==> config.mk <==
export PLATFORM = sky130hd
export DESIGN_NAME = lane_border_break_repair
export DESIGN_NICKNAME = d
export VERILOG_FILES = /design/src/lbbr_pkg.sv /design/src/lbbr_ram.sv /design/src/lbbr_div.sv /design/src/lane_border_break_repair.sv
export SDC_FILE = /design/constraint.sdc
export NUM_CORES = 2
export LEC_CHECK = 0
export BUFFER_PORTS_ARGS = -buffer_cell sky130_fd_sc_hd__buf_4
export CORE_MARGIN = 1
export CORE_UTILIZATION = 46
export CTS_CLUSTER_SIZE = 20
export DETAILED_ROUTE_END_ITERATION = 10
export SLEW_MARGIN = 10
export SYNTH_ARGS = -nofsm -noshare
export SYNTH_HDL_FRONTEND = slang
export SYNTH_SLANG_ARGS = --single-unit
==> constraint.sdc <==
create_clock -name clk -period 25.8 [get_ports clk]
set_input_delay 1.29 -clock clk [delete_from_list [all_inputs] [get_ports clk]]
set_output_delay 1.29 -clock clk [all_outputs]
set_load 0.02 [all_outputs]
==> src/lbbr_pkg.sv <==
// ----------------------------------------------------------------------------
// lbbr_pkg
// Shared types and constants for the lane border break repair block.
// ----------------------------------------------------------------------------
`default_nettype none
package lbbr_pkg;
    localparam logic [1:0] ACT_LOAD   = 2'd0;
    localparam logic [1:0] ACT_DETECT = 2'd1;
    localparam logic [1:0] ACT_READ   = 2'd2;

    localparam logic [1:0] REG_COLUMN_MIN = 2'd0;
    localparam logic [1:0] REG_COLUMN_MAX = 2'd1;
    localparam logic [1:0] REG_JUMP_LIMIT = 2'd2;
    localparam logic [1:0] REG_LOST_RUN   = 2'd3;

    localparam int EDGE_MARGIN = 2;

    typedef enum logic [3:0] {
        ST_IDLE,
        ST_READ,
        ST_SCAN_L,
        ST_SCAN_R,
        ST_FILL_SETUP,
        ST_FILL_DIV,
        ST_FILL_WR,
        ST_OUT
    } state_t;

    // Division request and response between the sequencer and the divider.
    typedef struct packed {
        logic        start;
        logic        neg;
        logic [15:0] num;
        logic [7:0]  den;
    } div_req_t;

    typedef struct packed {
        logic        done;
        logic [16:0] quo;
    } div_rsp_t;
endpackage
`default_nettype wire

==> src/lbbr_ram.sv <==
// ----------------------------------------------------------------------------
// lbbr_ram
// Generic single-port synchronous RAM with a registered read.
// ----------------------------------------------------------------------------
`default_nettype none
module lbbr_ram #(
    parameter int WIDTH = 8,
    parameter int DEPTH = 120
) (
    input  wire logic                     clk,
    input  wire logic                     we,
    input  wire logic [$clog2(DEPTH)-1:0] addr,
    input  wire logic [WIDTH-1:0]         wdata,
    output logic      [WIDTH-1:0]         rdata
);
    logic [WIDTH-1:0] mem [DEPTH];

    always_ff @(posedge clk)
    begin
        if (we)
        begin
            mem[addr] <= wdata;
        end
        rdata <= mem[addr];
    end
endmodule
`default_nettype wire

==> src/lbbr_div.sv <==
// ----------------------------------------------------------------------------
// lbbr_div
// Restoring divider, one quotient bit per cycle, 16-bit magnitude by 8 bits.
// A negative quotient is rounded toward minus infinity.
// ----------------------------------------------------------------------------
`default_nettype none
module lbbr_div
    import lbbr_pkg::*;
(
    input  wire logic     clk,
    input  wire logic     rst_n,
    input  wire div_req_t req,
    output div_rsp_t      rsp
);
    logic        busy_reg;
    logic [4:0]  cnt_reg;
    logic [15:0] q_reg;
    logic [8:0]  r_reg;
    logic        neg_reg;
    logic [7:0]  den_reg;
    logic        done_reg;
    logic [8:0]  trial;
    logic        rem_nz;

    assign trial  = {r_reg[7:0], q_reg[15]};
    assign rem_nz = (r_reg != 9'd0);

    always_ff @(posedge clk or negedge rst_n)
    begin
        if (!rst_n)
        begin
            busy_reg <= 1'b0;
            done_reg <= 1'b0;
            cnt_reg  <= '0;
        end
        else
        begin
            done_reg <= 1'b0;
            if (req.start)
            begin
                busy_reg <= 1'b1;
                cnt_reg  <= 5'd16;
                q_reg    <= req.num;
                r_reg    <= '0;
                neg_reg  <= req.neg;
                den_reg  <= req.den;
            end
            else if (busy_reg)
            begin
                if (trial >= {1'b0, den_reg})
                begin
                    r_reg <= trial - {1'b0, den_reg};
                    q_reg <= {q_reg[14:0], 1'b1};
                end
                else
                begin
                    r_reg <= trial;
                    q_reg <= {q_reg[14:0], 1'b0};
                end
                cnt_reg <= cnt_reg - 5'd1;
                if (cnt_reg == 5'd1)
                begin
                    busy_reg <= 1'b0;
                    done_reg <= 1'b1;
                end
            end
        end
    end

    assign rsp.done = done_reg;
    assign rsp.quo  = neg_reg ? (17'd0 - {1'b0, q_reg} - {16'd0, rem_nz}) : {1'b0, q_reg};
endmodule
`default_nettype wire

==> src/lane_border_break_repair.sv <==
// ----------------------------------------------------------------------------
// lane_border_break_repair
// Per-row lane border store with break detection and straight-line repair.
// ----------------------------------------------------------------------------
// The block holds a left and a right border column for each image row in two
// single-port RAMs. Loads and reads each answer through the output register,
// a read after the registered RAM read. A detect walks each side one row per
// cycle, and when both sides break it rewrites each row between the break
// points using a bit-serial divider. Stored rows are undefined until loaded.
// ----------------------------------------------------------------------------
`default_nettype none
module lane_border_break_repair
    import lbbr_pkg::*;
#(
    parameter int IMAGE_H = 120
) (
    input  wire logic        clk,
    input  wire logic        rst_n,
    input  wire logic        s_tvalid,
    output logic             s_tready,
    // tdata: action[1:0], row[8:2], left_col[16:9], right_col[24:17]
    input  wire logic [31:0] s_tdata,
    output logic             m_tvalid,
    input  wire logic        m_tready,
    // tdata: found[0], a_col[8:1], a_row[15:9], b_col[23:16], b_row[30:24],
    // c_col[38:31], c_row[45:39], d_col[53:46], d_row[60:54],
    // read_left[68:61], read_right[76:69]
    output logic [79:0]      m_tdata,
    input  wire logic        cfg_we,
    input  wire logic [1:0]  cfg_index,
    input  wire logic [7:0]  cfg_data
);
    localparam int AW = $clog2(IMAGE_H);
    localparam int RW = (AW > 7) ? AW : 7;
    localparam logic [RW-1:0] ROW_TOP = RW'(IMAGE_H - 2);
    localparam logic [RW-1:0] ROW_BOT = RW'(IMAGE_H / 4);
    localparam logic [RW-1:0] ROW_END = RW'(IMAGE_H - 1);

    logic [7:0] cmin_reg, cmax_reg, jlim_reg;
    logic [6:0] lrun_reg;

    always_ff @(posedge clk or negedge rst_n)
    begin
        if (!rst_n)
        begin
            cmin_reg <= 8'd0;
            cmax_reg <= 8'd187;
            jlim_reg <= 8'd12;
            lrun_reg <= 7'd3;
        end
        else if (cfg_we)
        begin
            case (cfg_index)
                REG_COLUMN_MIN: cmin_reg <= cfg_data;
                REG_COLUMN_MAX: cmax_reg <= cfg_data;
                REG_JUMP_LIMIT: jlim_reg <= cfg_data;
                REG_LOST_RUN:   lrun_reg <= cfg_data[6:0];
                default:        ;
            endcase
        end
    end

    state_t state_reg, state_next;

    logic [1:0]    act;
    logic [6:0]    in_row;
    assign act    = s_tdata[1:0];
    assign in_row = s_tdata[8:2];

    // Memory ports.
    logic          l_we, r_we;
    logic [AW-1:0] addr;
    logic [7:0]    l_wd, r_wd, l_rd, r_rd;

    lbbr_ram #(.WIDTH(8), .DEPTH(IMAGE_H)) u_left (
        .clk(clk), .we(l_we), .addr(addr), .wdata(l_wd), .rdata(l_rd));
    lbbr_ram #(.WIDTH(8), .DEPTH(IMAGE_H)) u_right (
        .clk(clk), .we(r_we), .addr(addr), .wdata(r_wd), .rdata(r_rd));

    // Scan state: y_reg is the row addressed this cycle, rd_v_reg marks a row
    // whose data arrives this cycle at row rd_y_reg.
    logic [RW-1:0] y_reg, rd_y_reg;
    logic          rd_v_reg;
    logic          have_last_reg, have_lo_reg, side_found_reg;
    logic [7:0]    last_x_reg;
    logic [RW-1:0] last_y_reg;
    logic [7:0]    lost_reg;
    logic [7:0]    lo_col_reg, hi_col_reg;
    logic [RW-1:0] lo_row_reg, hi_row_reg;
    logic [7:0]    a_col_reg, b_col_reg;
    logic [RW-1:0] a_row_reg, b_row_reg;
    logic          fill_right_reg;
    logic [RW-1:0] fy_reg, fye_reg;
    logic [7:0]    fx_reg;
    logic [79:0]   out_reg;
    logic          out_v_reg;
    logic [7:0]    rd_l_reg, rd_r_reg;
    logic          rd_ok_reg;

    // Point evaluation for the row whose data is present.
    logic [7:0] cur_x;
    logic       cur_v;
    logic [8:0] diff;
    logic       jump;
    assign cur_x = (state_reg == ST_SCAN_R) ? r_rd : l_rd;
    always_comb
    begin
        if (state_reg == ST_SCAN_R)
            cur_v = {1'b0, cur_x} + 9'd2 < {1'b0, cmax_reg};
        else
            cur_v = {1'b0, cur_x} > {1'b0, cmin_reg} + 9'd2;
    end
    assign diff = (cur_x >= last_x_reg) ? {1'b0, cur_x - last_x_reg}
                                        : {1'b0, last_x_reg - cur_x};
    assign jump = diff > {1'b0, jlim_reg};

    // Line fill arithmetic: x = x1 + (x2-x1)*(y-y1)/(y2-y1), rounded toward minus infinity.
    logic signed [9:0]  dx;
    logic signed [RW+1:0] dy_full, ddy;
    logic signed [19:0] prod;
    logic               prod_neg;
    logic [15:0]        prod_mag;
    logic [7:0]         den_mag;
    div_req_t           dreq;
    div_rsp_t           drsp;

    assign dx      = $signed({2'b00, hi_col_reg}) - $signed({2'b00, lo_col_reg});
    assign dy_full = $signed({2'b00, hi_row_reg}) - $signed({2'b00, lo_row_reg});
    assign ddy     = $signed({2'b00, fy_reg}) - $signed({2'b00, lo_row_reg});
    assign prod     = 20'(dx) * 20'(ddy);
    assign prod_neg = prod[19] ^ dy_full[RW+1];
    assign prod_mag = prod[19] ? 16'(-prod) : prod[15:0];
    assign den_mag  = dy_full[RW+1] ? 8'(-dy_full) : dy_full[7:0];

    lbbr_div u_div (.clk(clk), .rst_n(rst_n), .req(dreq), .rsp(drsp));

    logic signed [17:0] fsum;
    logic [7:0]         fclamp;
    assign fsum = $signed({10'd0, lo_col_reg}) + $signed({drsp.quo[16], drsp.quo});
    always_comb
    begin
        if (fsum < $signed({10'd0, cmin_reg}))
            fclamp = cmin_reg;
        else
            fclamp = fsum[7:0];
        if (fsum > $signed({10'd0, cmax_reg}) || fclamp > cmax_reg)
            fclamp = cmax_reg;
    end

    assign s_tready = (state_reg == ST_IDLE) && !out_v_reg;

    always_ff @(posedge clk or negedge rst_n)
    begin
        if (!rst_n)
            state_reg <= ST_IDLE;
        else
            state_reg <= state_next;
    end

    logic scan_hit, scan_done;
    always_comb
    begin
        scan_hit = 1'b0;
        if (rd_v_reg)
        begin
            if (!have_lo_reg)
                scan_hit = cur_v && have_last_reg && jump;
            else
                scan_hit = cur_v;
        end
        scan_done = scan_hit || (rd_v_reg && rd_y_reg == ROW_BOT);
    end

    always_comb
    begin
        state_next = state_reg;
        l_we = 1'b0;
        r_we = 1'b0;
        l_wd = fx_reg;
        r_wd = fx_reg;
        addr = y_reg[AW-1:0];
        dreq = '0;
        dreq.num = prod_mag;
        dreq.den = den_mag;
        dreq.neg = prod_neg;
        case (state_reg)
            ST_IDLE:
            begin
                // A detect starts its walk at the top scan row right away.
                addr = (act == ACT_DETECT) ? ROW_TOP[AW-1:0] : AW'(in_row);
                l_wd = s_tdata[16:9];
                r_wd = s_tdata[24:17];
                if (s_tvalid && s_tready)
                begin
                    case (act)
                        ACT_LOAD:
                        begin
                            if (int'(in_row) < IMAGE_H)
                            begin
                                l_we = 1'b1;
                                r_we = 1'b1;
                            end
                            state_next = ST_OUT;
                        end
                        ACT_READ:   state_next = ST_READ;
                        ACT_DETECT: state_next = ST_SCAN_L;
                        default:    state_next = ST_OUT;
                    endcase
                end
            end
            ST_READ:   state_next = ST_OUT;
            ST_SCAN_L:
            begin
                if (scan_done)
                begin
                    // The right side walk restarts at the top scan row.
                    addr = ROW_TOP[AW-1:0];
                    state_next = ST_SCAN_R;
                end
            end
            ST_SCAN_R:
            begin
                if (scan_done)
                begin
                    if (side_found_reg && scan_hit)
                        state_next = ST_FILL_SETUP;
                    else
                        state_next = ST_OUT;
                end
            end
            ST_FILL_SETUP:
            begin
                if (fy_reg > fye_reg || dy_full == '0)
                begin
                    state_next = fill_right_reg ? ST_OUT : ST_FILL_SETUP;
                end
                else
                begin
                    dreq.start = 1'b1;
                    state_next = ST_FILL_DIV;
                end
            end
            ST_FILL_DIV: if (drsp.done) state_next = ST_FILL_WR;
            ST_FILL_WR:
            begin
                addr = fy_reg[AW-1:0];
                l_we = !fill_right_reg;
                r_we = fill_right_reg;
                state_next = ST_FILL_SETUP;
            end
            ST_OUT:    if (!out_v_reg) state_next = ST_IDLE;
            default:   state_next = ST_IDLE;
        endcase
    end

    // Datapath registers.
    always_ff @(posedge clk or negedge rst_n)
    begin
        if (!rst_n)
        begin
            out_v_reg <= 1'b0;
            rd_v_reg  <= 1'b0;
        end
        else
        begin
            if (out_v_reg && m_tready)
                out_v_reg <= 1'b0;
            case (state_reg)
                ST_IDLE:
                begin
                    rd_ok_reg <= int'(in_row) < IMAGE_H;
                    y_reg     <= ROW_TOP;
                    rd_v_reg  <= 1'b0;
                    have_last_reg  <= 1'b0;
                    have_lo_reg    <= 1'b0;
                    side_found_reg <= 1'b0;
                    lost_reg       <= '0;
                    fill_right_reg <= 1'b0;
                    // The result register holds the waiting beat until a new
                    // input beat is taken.
                    if (s_tvalid && s_tready)
                        out_reg <= '0;
                    if (s_tvalid && s_tready && act == ACT_DETECT)
                    begin
                        y_reg    <= ROW_TOP - RW'(1);
                        rd_v_reg <= 1'b1;
                        rd_y_reg <= ROW_TOP;
                    end
                end
                ST_READ:
                begin
                    if (rd_ok_reg)
                    begin
                        out_reg[68:61] <= l_rd;
                        out_reg[76:69] <= r_rd;
                    end
                end
                ST_SCAN_L, ST_SCAN_R:
                begin
                    rd_v_reg <= (y_reg >= ROW_BOT) && !scan_done;
                    rd_y_reg <= y_reg;
                    y_reg    <= y_reg - RW'(1);
                    if (rd_v_reg && !have_lo_reg)
                    begin
                        if (cur_v)
                        begin
                            if (have_last_reg && jump)
                            begin
                                lo_col_reg <= last_x_reg;
                                lo_row_reg <= last_y_reg;
                            end
                            hi_col_reg    <= cur_x;
                            hi_row_reg    <= rd_y_reg;
                            last_x_reg    <= cur_x;
                            last_y_reg    <= rd_y_reg;
                            have_last_reg <= 1'b1;
                            lost_reg      <= '0;
                        end
                        else if (have_last_reg)
                        begin
                            lost_reg <= lost_reg + 8'd1;
                            if (lost_reg + 8'd1 >= {1'b0, lrun_reg})
                            begin
                                lo_col_reg  <= last_x_reg;
                                lo_row_reg  <= last_y_reg;
                                have_lo_reg <= 1'b1;
                            end
                        end
                    end
                    else if (rd_v_reg && cur_v)
                    begin
                        hi_col_reg <= cur_x;
                        hi_row_reg <= rd_y_reg;
                    end
                    if (scan_done && state_reg == ST_SCAN_L)
                    begin
                        side_found_reg <= scan_hit;
                        a_col_reg <= have_lo_reg ? lo_col_reg : last_x_reg;
                        a_row_reg <= have_lo_reg ? lo_row_reg : last_y_reg;
                        b_col_reg <= cur_x;
                        b_row_reg <= rd_y_reg;
                        y_reg     <= ROW_TOP - RW'(1);
                        rd_v_reg  <= 1'b1;
                        rd_y_reg  <= ROW_TOP;
                        have_last_reg <= 1'b0;
                        have_lo_reg   <= 1'b0;
                        lost_reg      <= '0;
                    end
                    if (scan_done && state_reg == ST_SCAN_R)
                    begin
                        rd_v_reg <= 1'b0;
                        if (side_found_reg && scan_hit)
                        begin
                            out_reg[0]     <= 1'b1;
                            out_reg[8:1]   <= a_col_reg;
                            out_reg[15:9]  <= a_row_reg[6:0];
                            out_reg[23:16] <= b_col_reg;
                            out_reg[30:24] <= b_row_reg[6:0];
                            out_reg[38:31] <= have_lo_reg ? lo_col_reg : last_x_reg;
                            out_reg[45:39] <= have_lo_reg ? lo_row_reg[6:0]
                                                          : last_y_reg[6:0];
                            out_reg[53:46] <= cur_x;
                            out_reg[60:54] <= rd_y_reg[6:0];
                            // Left pair goes first into the fill registers;
                            // the right pair waits in the output register.
                            lo_col_reg <= a_col_reg;
                            lo_row_reg <= a_row_reg;
                            hi_col_reg <= b_col_reg;
                            hi_row_reg <= b_row_reg;
                            fy_reg  <= b_row_reg;
                            fye_reg <= (a_row_reg > ROW_END) ? ROW_END : a_row_reg;
                        end
                    end
                end
                ST_FILL_SETUP:
                begin
                    if (fy_reg > fye_reg || dy_full == '0)
                    begin
                        if (!fill_right_reg)
                        begin
                            fill_right_reg <= 1'b1;
                            lo_col_reg <= out_reg[38:31];
                            lo_row_reg <= RW'(out_reg[45:39]);
                            hi_col_reg <= out_reg[53:46];
                            hi_row_reg <= RW'(out_reg[60:54]);
                            fy_reg     <= RW'(out_reg[60:54]);
                            fye_reg    <= (RW'(out_reg[45:39]) > ROW_END) ? ROW_END
                                                                 : RW'(out_reg[45:39]);
                        end
                    end
                end
                ST_FILL_DIV: if (drsp.done) fx_reg <= fclamp;
                ST_FILL_WR:  fy_reg <= fy_reg + RW'(1);
                ST_OUT:
                begin
                    if (!out_v_reg)
                        out_v_reg <= 1'b1;
                end
                default: ;
            endcase
        end
    end

    assign m_tvalid = out_v_reg;
    assign m_tdata  = out_reg;
endmodule
`default_nettype wire
==> impl_metrics.csv <==
group,metric,value,unit
floorplanning,placement_rows,165,
timing,tightestPinTransition,1310,ps
clock_tree,ctsResizeCount,0,
setup_path,worst_r2r_startpoint,"state_reg[0]",
floorplanning,ios,129,
setup_path,worst-r2r-setup-slack,13270,ps
timing,grt_setup_unrepaired,"false",
global_route,antenna_found_initial,6,
floorplanning,die_y,453,microns
route,ant_nets_after_route,0,
route,wire_per_inst,29.7,microns
route,routed_wire_length,284000,microns
timing,slew_violations,0,
global_route,globalRouteOverflowTotal,0,
place,place_inst,9151,
clock_tree,cts_max_level,4,
yosys,synth_seq_area_share,0.708,
global_route,grt.total_usage,0.273,
clock_tree,hold_buffers,0,
timing,skew,88.2,ps
timing,min_setup_slack_post_route,13270,ps
route,avgViaCountPerCell,6.20,
floorplanning,core-area,202000,sq um
timing,finalSetupViolations,0,
global_route,grt_pass1_vias,57100,
yosys,synthAdderAreaFrac,0.0383,
floorplanning,die_area,205000,sq um
yosys,compound_gate_fraction_of_synth_area,0.119,
timing,finalHoldViolCount,0,
place,hpwl,176000,microns
yosys,ys_dominant_reg_cell,"sky130_fd_sc_hd__edfxtp_1",
route,vias,59200,
place,post-place-ws,13550,ps
clock_tree,clk_root_buffer_cell,"sky130_fd_sc_hd__clkbuf_16",
setup_path,cp_slowest_cell,"sky130_fd_sc_hd__a2111oi_1",
worst_hold_path,worstHoldStart,"jlim_reg[6]",
yosys,synth-edff-count,2155,
floorplanning,die_w,453,microns
yosys,netlist_instances,6583,
cells_and_area,post-route-util,0.519,
yosys,synth.avg_cell_area,14.2,sq um
route,detail_route.first_pass.iterations,9,
clock_tree,cts-buffers-inserted,218,
timing,fmax,79.8,MHz
cells_and_area,syn_to_final_growth,12.1,%
clock_tree,path_clk_slew,60,ps
run_status,run_status,"complete, no violations",
setup_path,critPathLaunchType,"flop",
job,max_cap_check_violation_count,0,
timing,final_min_period_over_clock_period,0.485,
yosys,yosys-mux-area-fraction,0.0250,
yosys,simple_gate_portion_of_the_synthesized_area,0.0728,
cells_and_area,layout-drive-gt1-share,0.107,
setup_path,worst_ep_required_time,26390,ps
setup_path,criticalPathCategory,"flop to flop",
yosys,ys.warnings.count,0,
cells_and_area,stdcell_count,9549,
yosys,mappedNetlistArea,93400,sq um
timing,max_slew_margin,0.128,
setup_path,ff2ff_path_depth,34,
clock_tree,clockBufferDepth,3,
timing,fin_setup_tns,0,ps
timing,min_tclk_post_route,12530,ps
yosys,postSynth.asyncResetShare,0.0194,
clock_tree,clock-sinks,2214,
setup_path,worstSetupEndpointType,"flop",
worst_hold_path,min_delay_path_depth,1,
setup_path,r2r-end,"u_right.rdata[7]",
setup_path,crit_path_max_incr_delay,980,ps
clock_tree,worst_skew_pair.late_latency,900,ps
setup_path,startpoint,"state_reg[0]",
global_route,largest_net_degree_at_the_start_of_global_routing,116,
worst_hold_path,min_to,"jlim_reg[6]",
place,gp_congestion,0.885,
yosys,post_synth_xor_area_fraction,0.0106,
route,route.detailed.drc,0,
cells_and_area,num-nets-final,6991,
floorplanning,start_util,0.463,
global_route,grt_pass1_wl,406000,microns
setup_path,cp_data_arrival_time,13120,ps
clock_tree,tritoncts_clock_tree,"built",
clock_tree,post-cts-setup-buffer-count,0,
cells_and_area,filler_cell_count,16800,
yosys,synth.ff_latch_count,2214,
worst_hold_path,worstHoldPathType,"flop to flop",
place,port_buffers,118,
route,first_iter_violations,7692,
setup_path,crit_path_max_fanout,48,
yosys,synth_cell_types,98,
yosys,largest_family_of_logic_cells_by_synthesized_area,"compound AO/OA/AOI/OAI gates",
==> Yosys cell counts (39+ instances only) <==
cell / instances / area [sq um]
sky130_fd_sc_hd__a21o_1: 47 / 353
sky130_fd_sc_hd__buf_1: 79 / 297
sky130_fd_sc_hd__a221oi_1: 105 / 920
sky130_fd_sc_hd__a211oi_1: 87 / 653
sky130_fd_sc_hd__mux2i_1: 157 / 1570
sky130_fd_sc_hd__a21oi_1: 395 / 1980
sky130_fd_sc_hd__inv_1: 226 / 848
sky130_fd_sc_hd__o22ai_1: 44 / 275
sky130_fd_sc_hd__a22oi_1: 268 / 2010
sky130_fd_sc_hd__clkbuf_1: 197 / 739
sky130_fd_sc_hd__a222oi_1: 114 / 1140
sky130_fd_sc_hd__nand3_1: 79 / 395
sky130_fd_sc_hd__xnor2_1: 79 / 692
sky130_fd_sc_hd__buf_2: 85 / 425
sky130_fd_sc_hd__mux2_2: 66 / 743
sky130_fd_sc_hd__nor3_1: 39 / 195
sky130_fd_sc_hd__nand2_1: 727 / 2730
sky130_fd_sc_hd__fa_1: 68 / 1360
sky130_fd_sc_hd__nor2_1: 448 / 1680
sky130_fd_sc_hd__ha_1: 177 / 2210
sky130_fd_sc_hd__edfxtp_1: 2155 / 64700
sky130_fd_sc_hd__and2_1: 77 / 482
sky130_fd_sc_hd__a31oi_1: 94 / 588
sky130_fd_sc_hd__o21ai_0: 223 / 1120
==> stage by stage <==
| stage | hold slack (ps) | area, sq um |
|---|---|---|
| after detailed placement | 499 | 97700 |
| after global placement | 493 | 97700 |
| final | 513 | 105000 |
| after floorplan | 474 | 93400 |
| after CTS | 516 | 105000 |
| after global routing | 522 | 105000 |
==> placed cells by master (no fill, tap or decap), drive strengths merged, types with 47 or more instances in the layout <==
cell	synthesis	final
xnor2	79	79
nand2	728	728
clkinv	0	83
ha	177	177
a211oi	92	92
nor2	448	448
a221oi	106	106
fa	68	68
clkbuf	198	288
buf	177	269
mux2i	158	158
and2	78	78
a31oi	94	94
nand3	79	79
a22oi	268	268
a21o	47	47
a222oi	114	114
mux2	66	66
a21oi	396	396
o21ai	236	236
inv	226	231
edfxtp	2155	2155
==> worst max path at each step <==
stage                       end  slack, ps  cells past startpoint
3_5_place_dp   u_right.rdata[2]      13550                     34
2_1_floorplan        m_tdata[0]      14950                     27
4_1_cts        u_right.rdata[2]      13460                     34
3_3_place_gp   u_right.rdata[2]      13540                     34
6_report       u_right.rdata[7]      13270                     34
5_1_grt        u_right.rdata[2]      12720                     34
==> cell type report <==
class | count | area, sq um | area share
inverter | 226 | 848 | 0.00810
clock buffer | 288 | 5780 | 0.0552
multi-input combinational | 3770 | 25200 | 0.241
clock inverter | 109 | 1250 | 0.0120
timing repair buffer | 269 | 2170 | 0.0207
sequential | 2214 | 66100 | 0.631
antenna | 1 | 2.50 | 0.0000239
tap | 2672 | 3340 | 0.0319
==> routing by layer <==
metal  wire, microns  global-route usage  part of all wire
met1          112000               0.369              0.40
met2          134000               0.435              0.47
met3           26200              0.0527             0.092
met4           11800               0.109             0.042
met5              27                   0          0.000095
==> worst max-delay path: cells and delay by family (launching register included) <==
kind | cells | cell delay (ps)
AO/OA/AOI/OAI | 13 | 4520
buffers and inverters | 6 | 2740
AND/OR/NAND/NOR | 9 | 2530
multiplexers | 4 | 1270
adder cells (fa/ha/maj) | 2 | 720
flip-flops | 1 | 320
==> cells by family (layout without fill, tap and decap cells) <==
logic type / after synthesis / in the layout
AOI/OAI and AO/OA: 1620 / 1620
DFF: 2214 / 2214
xor gates and xnor gates: 113 / 113
buffers and inverters: 601 / 892
adders and majority gates: 245 / 245
and+or+nand+nor: 1565 / 1565
muxes: 224 / 224
other: 1 / 4
Power is not shown: default switching activity piles up to over one toggle a cycle in this logic, so the estimate is an artifact.
